## config.mk

```make
export PLATFORM = sky130hd
export DESIGN_NAME = window_energy_zero_suppress
export DESIGN_NICKNAME = d
export VERILOG_FILES = /design/src/rtl/core/wezs_pkg.sv /design/src/rtl/core/window_energy_zero_suppress.sv /design/src/rtl/core/wezs_sample_buf.sv /design/src/rtl/core/wezs_front.sv /design/src/rtl/core/wezs_desc_queue.sv /design/src/rtl/core/wezs_back.sv
export SDC_FILE = /design/constraint.sdc
export NUM_CORES = 1
export LEC_CHECK = 0
export ABC_AREA = 1
export BUFFER_PORTS_ARGS = -buffer_cell sky130_fd_sc_hd__clkbuf_2
export CELL_PAD_IN_SITES_DETAIL_PLACEMENT = 1
export CELL_PAD_IN_SITES_GLOBAL_PLACEMENT = 1
export CORE_UTILIZATION = 45
export CTS_CLUSTER_SIZE = 30
export DETAILED_ROUTE_END_ITERATION = 16
export PLACE_DENSITY_LB_ADDON = 0.1
export SYNTH_ARGS = -nofsm -noshare
export SYNTH_HDL_FRONTEND = slang
export SYNTH_SLANG_ARGS = --single-unit
```

## constraint.sdc

```tcl
create_clock -name aclk -period 8.1 [get_ports aclk]
set_clock_uncertainty 0.05 [all_clocks]
set_input_delay 0.405 -clock aclk [delete_from_list [all_inputs] [get_ports aclk]]
set_output_delay 0.405 -clock aclk [all_outputs]
set_load 0.02 [all_outputs]
```

## src/rtl/core/wezs_pkg.sv

```systemverilog
// Shared constants, types and register codes for the windowed energy zero suppression block.
`timescale 1ns / 1ps

package wezs_pkg;

    // Frame storage geometry.
    localparam int MAX_FRAME = 10;
    localparam int IDX_W     = $clog2(MAX_FRAME);
    localparam int CNT_W     = $clog2(MAX_FRAME + 1);

    // Field widths.
    localparam int CHAN_W  = 32;
    localparam int ADC_W   = 7;
    localparam int EXTRA_W = 9;
    localparam int PED_W   = 16;
    localparam int SUM_W   = 11;
    localparam int THR_W   = 12;
    localparam int FS_W    = 4;
    localparam int WC_W    = 4;

    // Window position compare width, one bit above the wider operand.
    localparam int WIN_W = ((CNT_W > FS_W) ? CNT_W : FS_W) + 1;

    // Pedestal product and energy arithmetic.
    localparam int PROD_W     = PED_W + CNT_W + 1;
    localparam int ENERGY_W   = 14;
    localparam int FRAC_BITS  = 8;
    localparam int ROUND_HALF = 1 << (FRAC_BITS - 1);
    localparam int TRUNC_ADJ  = (1 << FRAC_BITS) - 1;

    // Two frame banks: one being filled while the other drains.
    localparam int NUM_BANKS = 2;

    // Kept frame descriptor queue.
    localparam int Q_DEPTH = 2;
    localparam int Q_PTR_W = $clog2(Q_DEPTH);

    // Configuration port.
    localparam int CFG_IDX_W  = 2;
    localparam int CFG_DATA_W = 12;

    typedef enum logic [CFG_IDX_W-1:0] {
        REG_THRESHOLD    = 2'd0,
        REG_FIRST_SAMPLE = 2'd1,
        REG_WINDOW_COUNT = 2'd2,
        REG_TWO_SIDED    = 2'd3
    } cfg_reg_t;

    typedef struct packed {
        logic [THR_W-1:0] threshold;
        logic [FS_W-1:0]  first_sample;
        logic [WC_W-1:0]  window_count;
        logic             two_sided;
    } cfg_t;

    typedef struct packed {
        logic [EXTRA_W-1:0] extra;
        logic [ADC_W-1:0]   adc;
    } sample_t;

    typedef struct packed {
        logic             valid;
        logic             bank;
        logic [IDX_W-1:0] idx;
        sample_t          data;
    } buf_wr_t;

    typedef struct packed {
        logic              bank;
        logic [CNT_W-1:0]  len;
        logic [CHAN_W-1:0] channel;
    } desc_t;

    typedef struct packed {
        logic valid;
        logic bank;
    } bank_rel_t;

endpackage

```

## src/rtl/core/window_energy_zero_suppress.sv

```systemverilog
// Top level: frame zero suppression by a windowed, pedestal-corrected ADC sum.
// Samples are accepted one per cycle while the bank to fill is free; with two banks,
// input stalls only when the bank to fill still holds a kept frame that has not fully drained.
// A kept frame's first item passes the decision stage, descriptor queue and output register,
// then one item per cycle unless m_ready holds it, set by the single read port of the sample buffer.
// Synchronous active-low reset clears control state and loads register defaults.
`timescale 1ns / 1ps

module window_energy_zero_suppress (
    input  logic                              aclk,
    input  logic                              aresetn,
    input  logic                              cfg_wr_en,
    input  logic [wezs_pkg::CFG_IDX_W-1:0]    cfg_addr,
    input  logic [wezs_pkg::CFG_DATA_W-1:0]   cfg_wdata,
    input  logic                              s_valid,
    output logic                              s_ready,
    input  logic [wezs_pkg::CHAN_W-1:0]       s_channel_id,
    input  logic [wezs_pkg::ADC_W-1:0]        s_adc,
    input  logic [wezs_pkg::EXTRA_W-1:0]      s_sample_extra,
    input  logic signed [wezs_pkg::PED_W-1:0] s_pedestal_adc,
    input  logic                              s_frame_first,
    input  logic                              s_frame_last,
    output logic                              m_valid,
    input  logic                              m_ready,
    output logic [wezs_pkg::CHAN_W-1:0]       m_kept_channel_id,
    output logic [wezs_pkg::ADC_W-1:0]        m_kept_adc,
    output logic [wezs_pkg::EXTRA_W-1:0]      m_kept_extra,
    output logic                              m_last_of_run
);

    wezs_pkg::cfg_t      cfg_reg, cfg_next;
    wezs_pkg::buf_wr_t   buf_wr;
    wezs_pkg::desc_t     q_desc, head_desc;
    wezs_pkg::bank_rel_t rel;
    wezs_pkg::sample_t   rd_data;
    logic                q_push, pop, head_valid, rd_bank;
    logic [wezs_pkg::IDX_W-1:0] rd_idx;

    // Configuration register writes.
    always_comb begin
        cfg_next = cfg_reg;
        if (cfg_wr_en) begin
            unique case (wezs_pkg::cfg_reg_t'(cfg_addr))
                wezs_pkg::REG_THRESHOLD: begin
                    cfg_next.threshold = cfg_wdata[wezs_pkg::THR_W-1:0];
                end
                wezs_pkg::REG_FIRST_SAMPLE: begin
                    cfg_next.first_sample = cfg_wdata[wezs_pkg::FS_W-1:0];
                end
                wezs_pkg::REG_WINDOW_COUNT: begin
                    cfg_next.window_count = cfg_wdata[wezs_pkg::WC_W-1:0];
                end
                wezs_pkg::REG_TWO_SIDED: begin
                    cfg_next.two_sided = cfg_wdata[0];
                end
                default: begin
                    cfg_next = cfg_reg;
                end
            endcase
        end
    end

    always_ff @(posedge aclk) begin
        if (!aresetn) begin
            cfg_reg.threshold    <= '0;
            cfg_reg.first_sample <= '0;
            cfg_reg.window_count <= wezs_pkg::WC_W'(4);
            cfg_reg.two_sided    <= 1'b0;
        end else begin
            cfg_reg <= cfg_next;
        end
    end

    wezs_front u_front (
        .aclk           (aclk),
        .aresetn        (aresetn),
        .cfg            (cfg_reg),
        .s_valid        (s_valid),
        .s_ready        (s_ready),
        .s_channel_id   (s_channel_id),
        .s_adc          (s_adc),
        .s_sample_extra (s_sample_extra),
        .s_pedestal_adc (s_pedestal_adc),
        .s_frame_first  (s_frame_first),
        .s_frame_last   (s_frame_last),
        .buf_wr         (buf_wr),
        .q_push         (q_push),
        .q_desc         (q_desc),
        .rel            (rel)
    );

    wezs_sample_buf u_buf (
        .aclk    (aclk),
        .wr      (buf_wr),
        .rd_bank (rd_bank),
        .rd_idx  (rd_idx),
        .rd_data (rd_data)
    );

    wezs_desc_queue u_queue (
        .aclk       (aclk),
        .aresetn    (aresetn),
        .push       (q_push),
        .push_desc  (q_desc),
        .pop        (pop),
        .head_valid (head_valid),
        .head_desc  (head_desc)
    );

    wezs_back u_back (
        .aclk              (aclk),
        .aresetn           (aresetn),
        .head_valid        (head_valid),
        .head_desc         (head_desc),
        .pop               (pop),
        .rd_bank           (rd_bank),
        .rd_idx            (rd_idx),
        .rd_data           (rd_data),
        .rel               (rel),
        .m_valid           (m_valid),
        .m_ready           (m_ready),
        .m_kept_channel_id (m_kept_channel_id),
        .m_kept_adc        (m_kept_adc),
        .m_kept_extra      (m_kept_extra),
        .m_last_of_run     (m_last_of_run)
    );

endmodule

```

## src/rtl/core/wezs_sample_buf.sv

```systemverilog
// Two banks of frame sample storage, one write port and one read port.
`timescale 1ns / 1ps

module wezs_sample_buf (
    input  logic                      aclk,
    input  wezs_pkg::buf_wr_t         wr,
    input  logic                      rd_bank,
    input  logic [wezs_pkg::IDX_W-1:0] rd_idx,
    output wezs_pkg::sample_t         rd_data
);

    wezs_pkg::sample_t store_reg [wezs_pkg::NUM_BANKS][wezs_pkg::MAX_FRAME];

    // Sample write from the front part.
    always_ff @(posedge aclk) begin
        if (wr.valid) begin
            store_reg[wr.bank][wr.idx] <= wr.data;
        end
    end

    // Read by the back part at the sample it is emitting.
    assign rd_data = store_reg[rd_bank][rd_idx];

endmodule

```

## src/rtl/core/wezs_front.sv

```systemverilog
// Front part: accepts samples, buffers the frame, sums the window and decides the frame.
`timescale 1ns / 1ps

module wezs_front (
    input  logic                          aclk,
    input  logic                          aresetn,
    input  wezs_pkg::cfg_t                cfg,
    input  logic                          s_valid,
    output logic                          s_ready,
    input  logic [wezs_pkg::CHAN_W-1:0]   s_channel_id,
    input  logic [wezs_pkg::ADC_W-1:0]    s_adc,
    input  logic [wezs_pkg::EXTRA_W-1:0]  s_sample_extra,
    input  logic signed [wezs_pkg::PED_W-1:0] s_pedestal_adc,
    input  logic                          s_frame_first,
    input  logic                          s_frame_last,
    output wezs_pkg::buf_wr_t             buf_wr,
    output logic                          q_push,
    output wezs_pkg::desc_t               q_desc,
    input  wezs_pkg::bank_rel_t           rel
);

    // Frame collection state.
    logic [wezs_pkg::CNT_W-1:0]        idx_reg, idx_next;
    logic [wezs_pkg::SUM_W-1:0]        sum_reg, sum_next;
    logic [wezs_pkg::CNT_W-1:0]        cnt_reg, cnt_next;
    logic signed [wezs_pkg::PED_W-1:0] ped_reg, ped_next;
    logic [wezs_pkg::CHAN_W-1:0]       chan_reg, chan_next;
    logic                              wr_bank_reg, wr_bank_next;
    logic [wezs_pkg::NUM_BANKS-1:0]    busy_reg, busy_next;

    // Decision stage, loaded on the last sample of a frame.
    logic                              dec_valid_reg, dec_valid_next;
    logic [wezs_pkg::SUM_W-1:0]        dec_sum_reg;
    logic [wezs_pkg::CNT_W-1:0]        dec_cnt_reg;
    logic signed [wezs_pkg::PED_W-1:0] dec_ped_reg;
    logic [wezs_pkg::CHAN_W-1:0]       dec_chan_reg;
    logic [wezs_pkg::CNT_W-1:0]        dec_len_reg;
    logic                              dec_bank_reg;

    logic                              accept;
    logic [wezs_pkg::CNT_W-1:0]        base_idx;
    logic [wezs_pkg::SUM_W-1:0]        base_sum;
    logic [wezs_pkg::CNT_W-1:0]        base_cnt;
    logic                              in_frame;
    logic                              in_win;
    logic [wezs_pkg::WIN_W-1:0]        pos_x, fs_x, wc_x;
    logic [wezs_pkg::CNT_W-1:0]        upd_idx;
    logic [wezs_pkg::SUM_W-1:0]        upd_sum;
    logic [wezs_pkg::CNT_W-1:0]        upd_cnt;

    logic signed [wezs_pkg::PROD_W-1:0]   prod, prod_rnd, prod_adj;
    logic signed [wezs_pkg::ENERGY_W-1:0] rounded, energy, thr_s;
    logic                                 kept;

    // The front stalls while the bank it would fill still holds a frame.
    assign s_ready = !busy_reg[wr_bank_reg];
    assign accept  = s_valid && s_ready;

    // Sample position, window membership and running sums for this item.
    always_comb begin
        base_idx = s_frame_first ? '0 : idx_reg;
        base_sum = s_frame_first ? '0 : sum_reg;
        base_cnt = s_frame_first ? '0 : cnt_reg;
        ped_next  = (accept && s_frame_first) ? s_pedestal_adc : ped_reg;
        chan_next = (accept && s_frame_first) ? s_channel_id : chan_reg;

        in_frame = base_idx < wezs_pkg::CNT_W'(wezs_pkg::MAX_FRAME);
        pos_x    = wezs_pkg::WIN_W'(base_idx);
        fs_x     = wezs_pkg::WIN_W'(cfg.first_sample);
        wc_x     = wezs_pkg::WIN_W'(cfg.window_count);
        in_win   = in_frame && (pos_x >= fs_x) && ((pos_x - fs_x) < wc_x);

        upd_idx = in_frame ? base_idx + wezs_pkg::CNT_W'(1) : base_idx;
        upd_sum = in_win ? base_sum + wezs_pkg::SUM_W'(s_adc) : base_sum;
        upd_cnt = in_win ? base_cnt + wezs_pkg::CNT_W'(1) : base_cnt;

        buf_wr.valid     = accept && in_frame;
        buf_wr.bank      = wr_bank_reg;
        buf_wr.idx       = base_idx[wezs_pkg::IDX_W-1:0];
        buf_wr.data.adc   = s_adc;
        buf_wr.data.extra = s_sample_extra;
    end

    // Collection state update; a last sample hands the frame to the decision stage.
    always_comb begin
        idx_next       = idx_reg;
        sum_next       = sum_reg;
        cnt_next       = cnt_reg;
        wr_bank_next   = wr_bank_reg;
        dec_valid_next = 1'b0;
        if (accept) begin
            if (s_frame_last) begin
                idx_next       = '0;
                sum_next       = '0;
                cnt_next       = '0;
                wr_bank_next   = !wr_bank_reg;
                dec_valid_next = 1'b1;
            end else begin
                idx_next = upd_idx;
                sum_next = upd_sum;
                cnt_next = upd_cnt;
            end
        end
    end

    // Energy after pedestal subtraction, rounded half up and truncated toward zero.
    always_comb begin
        prod     = wezs_pkg::PROD_W'(signed'({1'b0, dec_cnt_reg}))
                   * wezs_pkg::PROD_W'(dec_ped_reg);
        prod_rnd = prod + wezs_pkg::PROD_W'(wezs_pkg::ROUND_HALF);
        prod_adj = (prod_rnd < 0) ? prod_rnd + wezs_pkg::PROD_W'(wezs_pkg::TRUNC_ADJ)
                                  : prod_rnd;
        rounded  = wezs_pkg::ENERGY_W'(prod_adj >>> wezs_pkg::FRAC_BITS);
        energy   = $signed({{(wezs_pkg::ENERGY_W - wezs_pkg::SUM_W){1'b0}}, dec_sum_reg})
                   - rounded;
        thr_s    = $signed({{(wezs_pkg::ENERGY_W - wezs_pkg::THR_W){1'b0}}, cfg.threshold});
        kept     = (energy >= thr_s) || (cfg.two_sided && (energy <= -thr_s));
    end

    assign q_push         = dec_valid_reg && kept;
    assign q_desc.bank    = dec_bank_reg;
    assign q_desc.len     = dec_len_reg;
    assign q_desc.channel = dec_chan_reg;

    // Bank ownership: set when a frame closes, cleared on a drop or when drained.
    always_comb begin
        busy_next = busy_reg;
        if (rel.valid) begin
            busy_next[rel.bank] = 1'b0;
        end
        if (dec_valid_reg && !kept) begin
            busy_next[dec_bank_reg] = 1'b0;
        end
        if (accept && s_frame_last) begin
            busy_next[wr_bank_reg] = 1'b1;
        end
    end

    // Control registers.
    always_ff @(posedge aclk) begin
        if (!aresetn) begin
            idx_reg       <= '0;
            sum_reg       <= '0;
            cnt_reg       <= '0;
            ped_reg       <= '0;
            chan_reg      <= '0;
            wr_bank_reg   <= 1'b0;
            busy_reg      <= '0;
            dec_valid_reg <= 1'b0;
        end else begin
            idx_reg       <= idx_next;
            sum_reg       <= sum_next;
            cnt_reg       <= cnt_next;
            ped_reg       <= ped_next;
            chan_reg      <= chan_next;
            wr_bank_reg   <= wr_bank_next;
            busy_reg      <= busy_next;
            dec_valid_reg <= dec_valid_next;
        end
    end

    // Decision stage payload.
    always_ff @(posedge aclk) begin
        if (accept && s_frame_last) begin
            dec_sum_reg  <= upd_sum;
            dec_cnt_reg  <= upd_cnt;
            dec_ped_reg  <= ped_next;
            dec_chan_reg <= chan_next;
            dec_len_reg  <= upd_idx;
            dec_bank_reg <= wr_bank_reg;
        end
    end

endmodule

```

## src/rtl/core/wezs_desc_queue.sv

```systemverilog
// Short queue of kept frame descriptors between the front and back parts.
`timescale 1ns / 1ps

module wezs_desc_queue (
    input  logic            aclk,
    input  logic            aresetn,
    input  logic            push,
    input  wezs_pkg::desc_t push_desc,
    input  logic            pop,
    output logic            head_valid,
    output wezs_pkg::desc_t head_desc
);

    wezs_pkg::desc_t              entry_reg [wezs_pkg::Q_DEPTH];
    logic [wezs_pkg::Q_PTR_W-1:0] wr_ptr_reg, wr_ptr_next;
    logic [wezs_pkg::Q_PTR_W-1:0] rd_ptr_reg, rd_ptr_next;
    logic [wezs_pkg::Q_PTR_W:0]   count_reg, count_next;

    assign head_valid = (count_reg != '0);
    assign head_desc  = entry_reg[rd_ptr_reg];

    // Pointer and fill count update; never more frames than banks are in flight.
    always_comb begin
        wr_ptr_next = wr_ptr_reg;
        rd_ptr_next = rd_ptr_reg;
        count_next  = count_reg;
        if (push) begin
            wr_ptr_next = (wr_ptr_reg == wezs_pkg::Q_PTR_W'(wezs_pkg::Q_DEPTH - 1))
                          ? '0 : wr_ptr_reg + wezs_pkg::Q_PTR_W'(1);
        end
        if (pop) begin
            rd_ptr_next = (rd_ptr_reg == wezs_pkg::Q_PTR_W'(wezs_pkg::Q_DEPTH - 1))
                          ? '0 : rd_ptr_reg + wezs_pkg::Q_PTR_W'(1);
        end
        if (push && !pop) begin
            count_next = count_reg + (wezs_pkg::Q_PTR_W + 1)'(1);
        end else if (pop && !push) begin
            count_next = count_reg - (wezs_pkg::Q_PTR_W + 1)'(1);
        end
    end

    always_ff @(posedge aclk) begin
        if (!aresetn) begin
            wr_ptr_reg <= '0;
            rd_ptr_reg <= '0;
            count_reg  <= '0;
        end else begin
            wr_ptr_reg <= wr_ptr_next;
            rd_ptr_reg <= rd_ptr_next;
            count_reg  <= count_next;
        end
    end

    // Descriptor storage.
    always_ff @(posedge aclk) begin
        if (push) begin
            entry_reg[wr_ptr_reg] <= push_desc;
        end
    end

endmodule

```

## src/rtl/core/wezs_back.sv

```systemverilog
// Back part: drains kept frames from the sample buffer into the output register.
`timescale 1ns / 1ps

module wezs_back (
    input  logic                          aclk,
    input  logic                          aresetn,
    input  logic                          head_valid,
    input  wezs_pkg::desc_t               head_desc,
    output logic                          pop,
    output logic                          rd_bank,
    output logic [wezs_pkg::IDX_W-1:0]    rd_idx,
    input  wezs_pkg::sample_t             rd_data,
    output wezs_pkg::bank_rel_t           rel,
    output logic                          m_valid,
    input  logic                          m_ready,
    output logic [wezs_pkg::CHAN_W-1:0]   m_kept_channel_id,
    output logic [wezs_pkg::ADC_W-1:0]    m_kept_adc,
    output logic [wezs_pkg::EXTRA_W-1:0]  m_kept_extra,
    output logic                          m_last_of_run
);

    logic [wezs_pkg::IDX_W-1:0]   k_reg, k_next;
    logic                         m_valid_reg, m_valid_next;
    logic [wezs_pkg::CHAN_W-1:0]  m_chan_reg;
    logic [wezs_pkg::ADC_W-1:0]   m_adc_reg;
    logic [wezs_pkg::EXTRA_W-1:0] m_extra_reg;
    logic                         m_last_reg;
    logic                         load;
    logic                         is_last;

    // Read the sample at the current position of the frame at the queue head.
    assign rd_bank = head_desc.bank;
    assign rd_idx  = k_reg;

    // A queued sample loads whenever the output register is empty or being taken.
    always_comb begin
        load    = head_valid && (!m_valid_reg || m_ready);
        is_last = (wezs_pkg::CNT_W'(k_reg) + wezs_pkg::CNT_W'(1)) == head_desc.len;
        pop       = load && is_last;
        rel.valid = pop;
        rel.bank  = head_desc.bank;

        k_next = k_reg;
        if (load) begin
            k_next = is_last ? '0 : k_reg + wezs_pkg::IDX_W'(1);
        end

        if (load) begin
            m_valid_next = 1'b1;
        end else if (m_ready) begin
            m_valid_next = 1'b0;
        end else begin
            m_valid_next = m_valid_reg;
        end
    end

    always_ff @(posedge aclk) begin
        if (!aresetn) begin
            k_reg       <= '0;
            m_valid_reg <= 1'b0;
        end else begin
            k_reg       <= k_next;
            m_valid_reg <= m_valid_next;
        end
    end

    // Output payload register.
    always_ff @(posedge aclk) begin
        if (load) begin
            m_chan_reg  <= head_desc.channel;
            m_adc_reg   <= rd_data.adc;
            m_extra_reg <= rd_data.extra;
            m_last_reg  <= is_last;
        end
    end

    assign m_valid           = m_valid_reg;
    assign m_kept_channel_id = m_chan_reg;
    assign m_kept_adc        = m_adc_reg;
    assign m_kept_extra      = m_extra_reg;
    assign m_last_of_run     = m_last_reg;

endmodule

```

==> impl_results.md, run 1 <==
* Post-layout nets at 3095
* Via Count at 19920
* Detailed Route Iter0 Violations at 1213
* Status: completed
* Max reg flops at 320
* Clock-pin slew on the worst setup and hold paths at 0.06 ns
* Min-delay worst type: in -> reg
* Vias in the first global route at 20951
* Post-synth top flop: edfxtp_1
* Max-Cap Viols at 0
* Final WL at 75400 um
* Commonest non-fill, non-tap cell in the layout: edfxtp_1
* Crit path top cell by count: nand2_1
* Final min period at 7.60 ns
* Mapped Cells at 2702
* Largest net degree at the start of global routing at 101
* Slowest-stage cell, CP: fa_1
* Worst Hold Depth at 3
* Sequential share of power at 0.385
* Yosys warns at 0
* Worst slew pin tran at 1.19 ns
* Core area at 62200 um2
* Crit. Startpoint: u_front.dec_cnt_reg[2]
* Total Routing Usage GR at 0.239
* Critical Path End Type: flop
* Post-Syn Area per Cell at 10.6 um2
* Via-to-Cell Ratio at 5.31
* Setup ws final at 0.504 ns
* Die Height at 254 um
* Number of diodes at 0
* Yosys reg bits at 613
* WL per Instance at 20.1 um
* Max VDD drop at 269 uV
* Most frequent cells in the layout: edfxtp_1, nand2_1, inv_1, nor2_1, o21ai_0
* Cts bufs inserted at 68
* CTS Sinks at 613
* Final hold vios at 0
* Register area share after synthesis at 0.609
* Leak Pwr at 0.0133 uW
* Area leader, netlist: edfxtp_1
* Critical path data required time at 8.52 ns
* Reg-to-reg slack, setup at 0.50 ns
* FILL cells at 6764
* Synthesized cell area at 28600 um2
* Antenna Violating Nets Remaining at 0
* Slew HR at 0.207
* Share of power burned in combinational logic at 0.313
* Crit share post-route at 0.938
* Critical R2R Launch: u_front.dec_cnt_reg[2]
* Post-Route Setup TNS at 0 ns
* CTS tree: built
* Clk buf depth at 3
* Ys async rst share at 0
* Depth of the most critical reg-to-reg path at 44
* Hold_sp: s_channel_id[3]
* Final slew viol count at 0
* Critical path fanouts, max at 6
* DRT Pass-1 Iters at 5
* Grt total ovfl at 0
* Max H-tree Level at 3
* Initial antenna violation count at 1
* Endpoints failing setup at 0
* Starting density of the core at 0.459
* Hold WS at 0.0261 ns
* Core Util, Final at 0.528
* Final GP Congestion at 0.819
* Clock power frac at 0.303
* Top achievable clock speed at 132 MHz
* Worst stage delay on the critical path at 0.54 ns
* P_int at 6480 uW
* Syn nets at 2933
* Worst skew pair latency at 0.60 ns
* Port Buffers at 135
* Share of layout cells above drive strength 1 at 0.151
* Area grow syn2layout at 14.9%
* Site row count at 91
* Synth unique cells at 42
* Arr. time, crit path at 8.01 ns
* Die area at 64500 um2
* Post-synth top area share at 0.537
* First-pass GRT wire length at 118000 um
* Drt drc at 0
* Net Switching at 3350 uW
* CTS root buf: clkbuf_16
* Reg-to-reg endpoint: u_queue.count_reg[1]
* Die width at 254 um
* Hold endpoint: u_front.chan_reg[3]
* Crit path launch type: flop
* Sw frac at 0.341
* Setup WS pre-CTS at -0.0513 ns
* Number of synthesized flops with an enable pin at 511
* Main area contributors after synthesis: edfxtp_1, dfxtp_1, nand2_1, inv_1, ha_1
* IO Pins at 136
* Critical path class: reg -> reg
* Pwr/cell area at 300 nW/um2
* Detail Placement HPWL at 48300 um
[cell families (layout without fill, tap and decap cells)]
| group | Yosys count | count (layout) | synth area share |
|---|---|---|---|
| buf+inv | 504 | 718 | 0.0665 |
| flops | 613 | 613 | 0.609 |
| fa+ha+maj | 146 | 146 | 0.0737 |
| xor+xnor | 47 | 47 | 0.0144 |
| compound gates | 532 | 532 | 0.109 |
| mux | 1 | 1 | 0.000351 |
| simple gates | 859 | 859 | 0.127 |
[stage by stage]
step	instances	total power (uW)	area (um2)
floorplan	2702	5850	28600
global placement	3604	6670	30300
CTS	3744	9820	32600
finish	3753	9830	32800
detailed placement	3604	6800	30300
global route	3753	10400	32800
[layout make-up]
type                    instances  area, um2  area share
repair buffers                206       1280      0.0392
flip-flops and latches        613      17400       0.530
inverters                     390       1470      0.0448
multi-input cells            1585       9460       0.288
well taps                     837       1050      0.0319
clock buffers                  89       1850      0.0565
clock inverters                33        292     0.00889
[repair_timing]
action,in CTS,in global routing
resized for setup,1,37
pin swaps,0,5
setup endpoints to repair,1,76
hold buffers,14,0
buffers inserted,4,9
hold endpoints to repair,14,0
[routing by layer]
metal / wire [um] / vias to the layer above / GRT usage
li1: - / 9487 / -
met1: 32500 / 9988 / 0.306
met2: 38400 / 345 / 0.424
met3: 2690 / 98 / 0.0271
met4: 1740 / 2 / 0.0714
met5: 13 / - / 0
[power groups by stage]
stage	registers [uW]	logic (uW)	clock network (uW)
floorplan	3840	2010	0
global placement	3840	2830	0
detailed placement	3850	2950	0
CTS	3780	2990	3050
global route	3790	3460	3160
finish	3780	3070	2980
[Yosys cell counts, types with 2 or more instances]
cell	instances
ha_1	109
nand3_2	6
nand2_2	21
buf_1	3
nand3b_1	6
o21bai_1	3
and2_1	3
o221ai_1	29
a21boi_0	3
buf_2	3
a21oi_1	137
inv_2	6
a21o_1	4
fa_1	37
nor2_1	250
a31o_2	16
a31oi_1	17
clkbuf_1	108
o21ai_0	208
edfxtp_1	511
nor3_1	12
nand3_1	56
nor2_2	9
or2_2	51
dfxtp_1	102
xor2_1	35
o22ai_1	53
o211ai_1	6
clkinv_1	2
a211oi_1	53
nand2_1	429
inv_1	381
xnor2_1	12
nand4_1	13
[worst max-delay path, delay by kind of cell, from the launching register on]
kind | cells | cell delay [ns]
adder cells (fa/ha/maj) | 7 | 2.71
AND/OR/NAND/NOR | 19 | 1.92
AO/OA/AOI/OAI | 10 | 1.55
buffers and inverters | 6 | 0.48
flip-flops | 1 | 0.46
XOR/XNOR | 2 | 0.30
[worst max path at each step]
| stage | slack [ns] | cells after the start | endpoint |
|---|---|---|---|
| final | 0.50 | 44 | u_queue.count_reg[1] |
| after detailed placement | -0.05 | 43 | u_queue.count_reg[1] |
| after global routing | -0.04 | 44 | u_queue.count_reg[1] |
| after global placement | 0.24 | 43 | u_queue.count_reg[1] |
| after CTS | 0.01 | 45 | u_queue.count_reg[1] |
| after floorplan | -0.30 | 41 | u_queue.entry_reg[0][0] |
Power figures use the tool's default switching activity.
==> run 2, diff against run 1 <==
--- a/config.mk
+++ b/config.mk
@@ -7,7 +7,7 @@
 export LEC_CHECK = 0
 export ABC_AREA = 1
 export BUFFER_PORTS_ARGS = -buffer_cell sky130_fd_sc_hd__clkbuf_2
-export CELL_PAD_IN_SITES_DETAIL_PLACEMENT = 1
+export CELL_PAD_IN_SITES_DETAIL_PLACEMENT = 0
 export CELL_PAD_IN_SITES_GLOBAL_PLACEMENT = 1
 export CORE_UTILIZATION = 45
 export CTS_CLUSTER_SIZE = 30
==> run 2 against run 1 <==
Utilization increased by 0.099 points. Critical endpoint unchanged. First-iteration DRC count is 14% higher. Clock power down 4%. Worst setup slack lost 0.041 ns. Non-clock buffer count grew 21. Flip-flop and latch count unchanged. Fmax decreased by 0.53%. Global-route usage shrank 2.4 points. Combinational power fell by 4%. Count of clock-buffer cells in the layout rose by 4. Wire length is 9.0% lower. Worst hold slack better by 0.0022 ns.
==> impl_results.md, run 2 (synthesized netlist as in run 1, its figures left out) <==
* Grt total ovfl at 0 (unchanged)
* Final WL at 68600 um (-9.0%)
* Via-to-Cell Ratio at 5.16 (-2.7%)
* Arr. time, crit path at 8.04 ns (+0.03 ns)
* Detailed Route Iter0 Violations at 1378 (+14%)
* Max H-tree Level at 3 (unchanged)
* Final min period at 7.64 ns (+0.0406 ns)
* Min-delay worst type: in -> reg
* Post-Place Cells at 3604 (unchanged)
* Critical path fanouts, max at 6 (unchanged)
* Initial antenna violation count at 2 (+1)
* Critical R2R Launch: u_front.dec_cnt_reg[2]
* Leak Pwr at 0.0134 uW (+0.51%)
* Die area at 64500 um2 (unchanged)
* Vias in the first global route at 18988 (-9.4%)
* Starting density of the core at 0.459 (unchanged)
* Max reg flops at 320 (unchanged)
* Max-Cap Viols at 0 (unchanged)
* Critical path class: reg -> reg
* Die width at 254 um (unchanged)
* Hold_sp: s_pedestal_adc[11]
* Status: completed
* Slowest-stage cell, CP: fa_1
* Final GP Congestion at 0.819 (unchanged)
* First-pass GRT wire length at 106000 um (-10%)
* Total power at 9590 uW (-2.5%)
* Post-layout nets at 3114 (+0.61%)
* CTS root buf: clkbuf_16
* WL per Instance at 18.2 um (-9.4%)
* Largest net degree at the start of global routing at 101 (unchanged)
* CTS Sinks at 613 (unchanged)
* Met2 GRT Util at 0.365 (-0.0599)
* Final slew viol count at 0 (unchanged)
* Area grow syn2layout at 15.1%
* Critical Path End Type: flop
* Die Height at 254 um (unchanged)
* Share of layout cells above drive strength 1 at 0.146 (-0.00467)
* Worst skew pair latency at 0.60 ns (about the same)
* Pwr/cell area at 292 nW/um2 (-2.6%)
* Commonest non-fill, non-tap cell in the layout: edfxtp_1
* IO Pins at 136 (unchanged)
* Final Non-Filler Cells at 3772 (+0.51%)
* Final hold vios at 0 (unchanged)
* Cts bufs inserted at 66 (-2.9%)
* Post-Route Setup TNS at 0 ns (unchanged)
* Total Routing Usage GR at 0.215 (-0.0240)
* Clock-pin slew on the worst setup and hold paths at 0.06 ns (about the same)
* Endpoints failing setup at 0 (unchanged)
* Crit path top cell by count: nand2_1
* Clk buf depth at 3 (unchanged)
* Site row count at 91 (unchanged)
* Top achievable clock speed at 131 MHz (-0.53%)
* Via Count at 19473 (-2.2%)
* Slew HR at 0.207 (about the same)
* Met3 Usage GRT at 0.0271 (unchanged)
* Hold WS at 0.0283 ns (+0.00217 ns)
* Port Buffers at 135 (unchanged)
* Crit. Startpoint: u_front.dec_cnt_reg[2]
* Worst slew pin tran at 1.19 ns (-0.000140 ns)
* Detail Placement HPWL at 43300 um (-10%)
* GRT Max-Usage Layer: met2
* Drt drc at 0 (unchanged)
* CTS tree: built
* Critical path data required time at 8.51 ns (about the same)
* Worst stage delay on the critical path at 0.54 ns (about the same)
* Max VDD drop at 255 uV (-5.2%)
* Most frequent cells in the layout: edfxtp_1, nand2_1, inv_1, nor2_1, o21ai_0
* Met1 GRT Util at 0.288 (-0.0182)
* DRT Pass-1 Iters at 7 (+2)
* Crit share post-route at 0.943 (+0.00501)
* Core area at 62200 um2 (unchanged)
* Antenna Violating Nets Remaining at 0 (unchanged)
* Crit path launch type: flop
[run 2: changes by cell type in the layout (fill, tap and decap cells not counted), sizes merged]
cell	before	now
dlygate4sd3	14	34
clkinvlp	6	0
clkbuf	224	228
buf	57	58
bufinv	3	2
diode	0	1
[run 2: final timing paths]
path,end,slack (ns),depth (start not counted)
max,u_queue.count_reg[1],0.46,45
min,u_front.ped_reg[11],0.03,3
max reg2reg,u_queue.count_reg[1],0.46,45
min reg2reg,u_queue.entry_reg[0][1],0.39,0
[run 2: where the power goes]
part	total (uW)	leakage, uW	internal, uW	switching, uW
Clock	2870	0.00102	1660	1210
Sequential	3780	0.00548	3650	127
Combinational	2940	0.00689	1080	1860
Total	9590	0.0134	6390	3200
[run 2: area by class of cell]
| class | instances | area, um2 |
|---|---|---|
| Antenna cell | 1 | 2.50 |
| Multi-Input combinational cell | 1585 | 9400 |
| Inverter | 390 | 1470 |
| Clock inverter | 26 | 230 |
| Fill cell | 5570 | 29300 |
| Tap cell | 837 | 1050 |
| Timing Repair Buffer | 227 | 1490 |
| Sequential cell | 613 | 17400 |
| Clock buffer | 93 | 1830 |
[run 2: timing repair]
| item | CTS | global route |
|---|---|---|
| hold buffers | 34 | 0 |
| endpoints found under the setup margin | 0 | 76 |
| resized for setup | 0 | 24 |
| setup buffers | 0 | 13 |
| hold endpoints to repair | 34 | 0 |
[run 2: per-stage QoR]
step | setup WS [ns] | util | area (um2)
floorplan | -0.297 | - | 28600
global placement | 0.237 | 0.487 | 30300
detailed placement | 0.0869 | 0.487 | 30300
CTS | 0.0299 | 0.525 | 32700
global route | -0.0252 | 0.529 | 32900
finish | 0.464 | 0.529 | 32900
[run 2: worst max-delay path: cells and delay by family, from the launching register on]
kind | cells | cell delay, ns
flip-flops | 1 | 0.51
AND/OR/NAND/NOR | 19 | 1.73
adder cells (fa/ha/maj) | 7 | 2.72
AO/OA/AOI/OAI | 11 | 1.75
XOR/XNOR | 1 | 0.15
buffers and inverters | 7 | 0.57
[run 2: routing by layer]
layer | wire length, um | up-vias | part of all wire
li1 | - | 9544 | -
met1 | 31100 | 9479 | 0.45
met2 | 33400 | 357 | 0.49
met3 | 2660 | 91 | 0.039
met4 | 1460 | 2 | 0.021
met5 | 13 | - | 0.00019
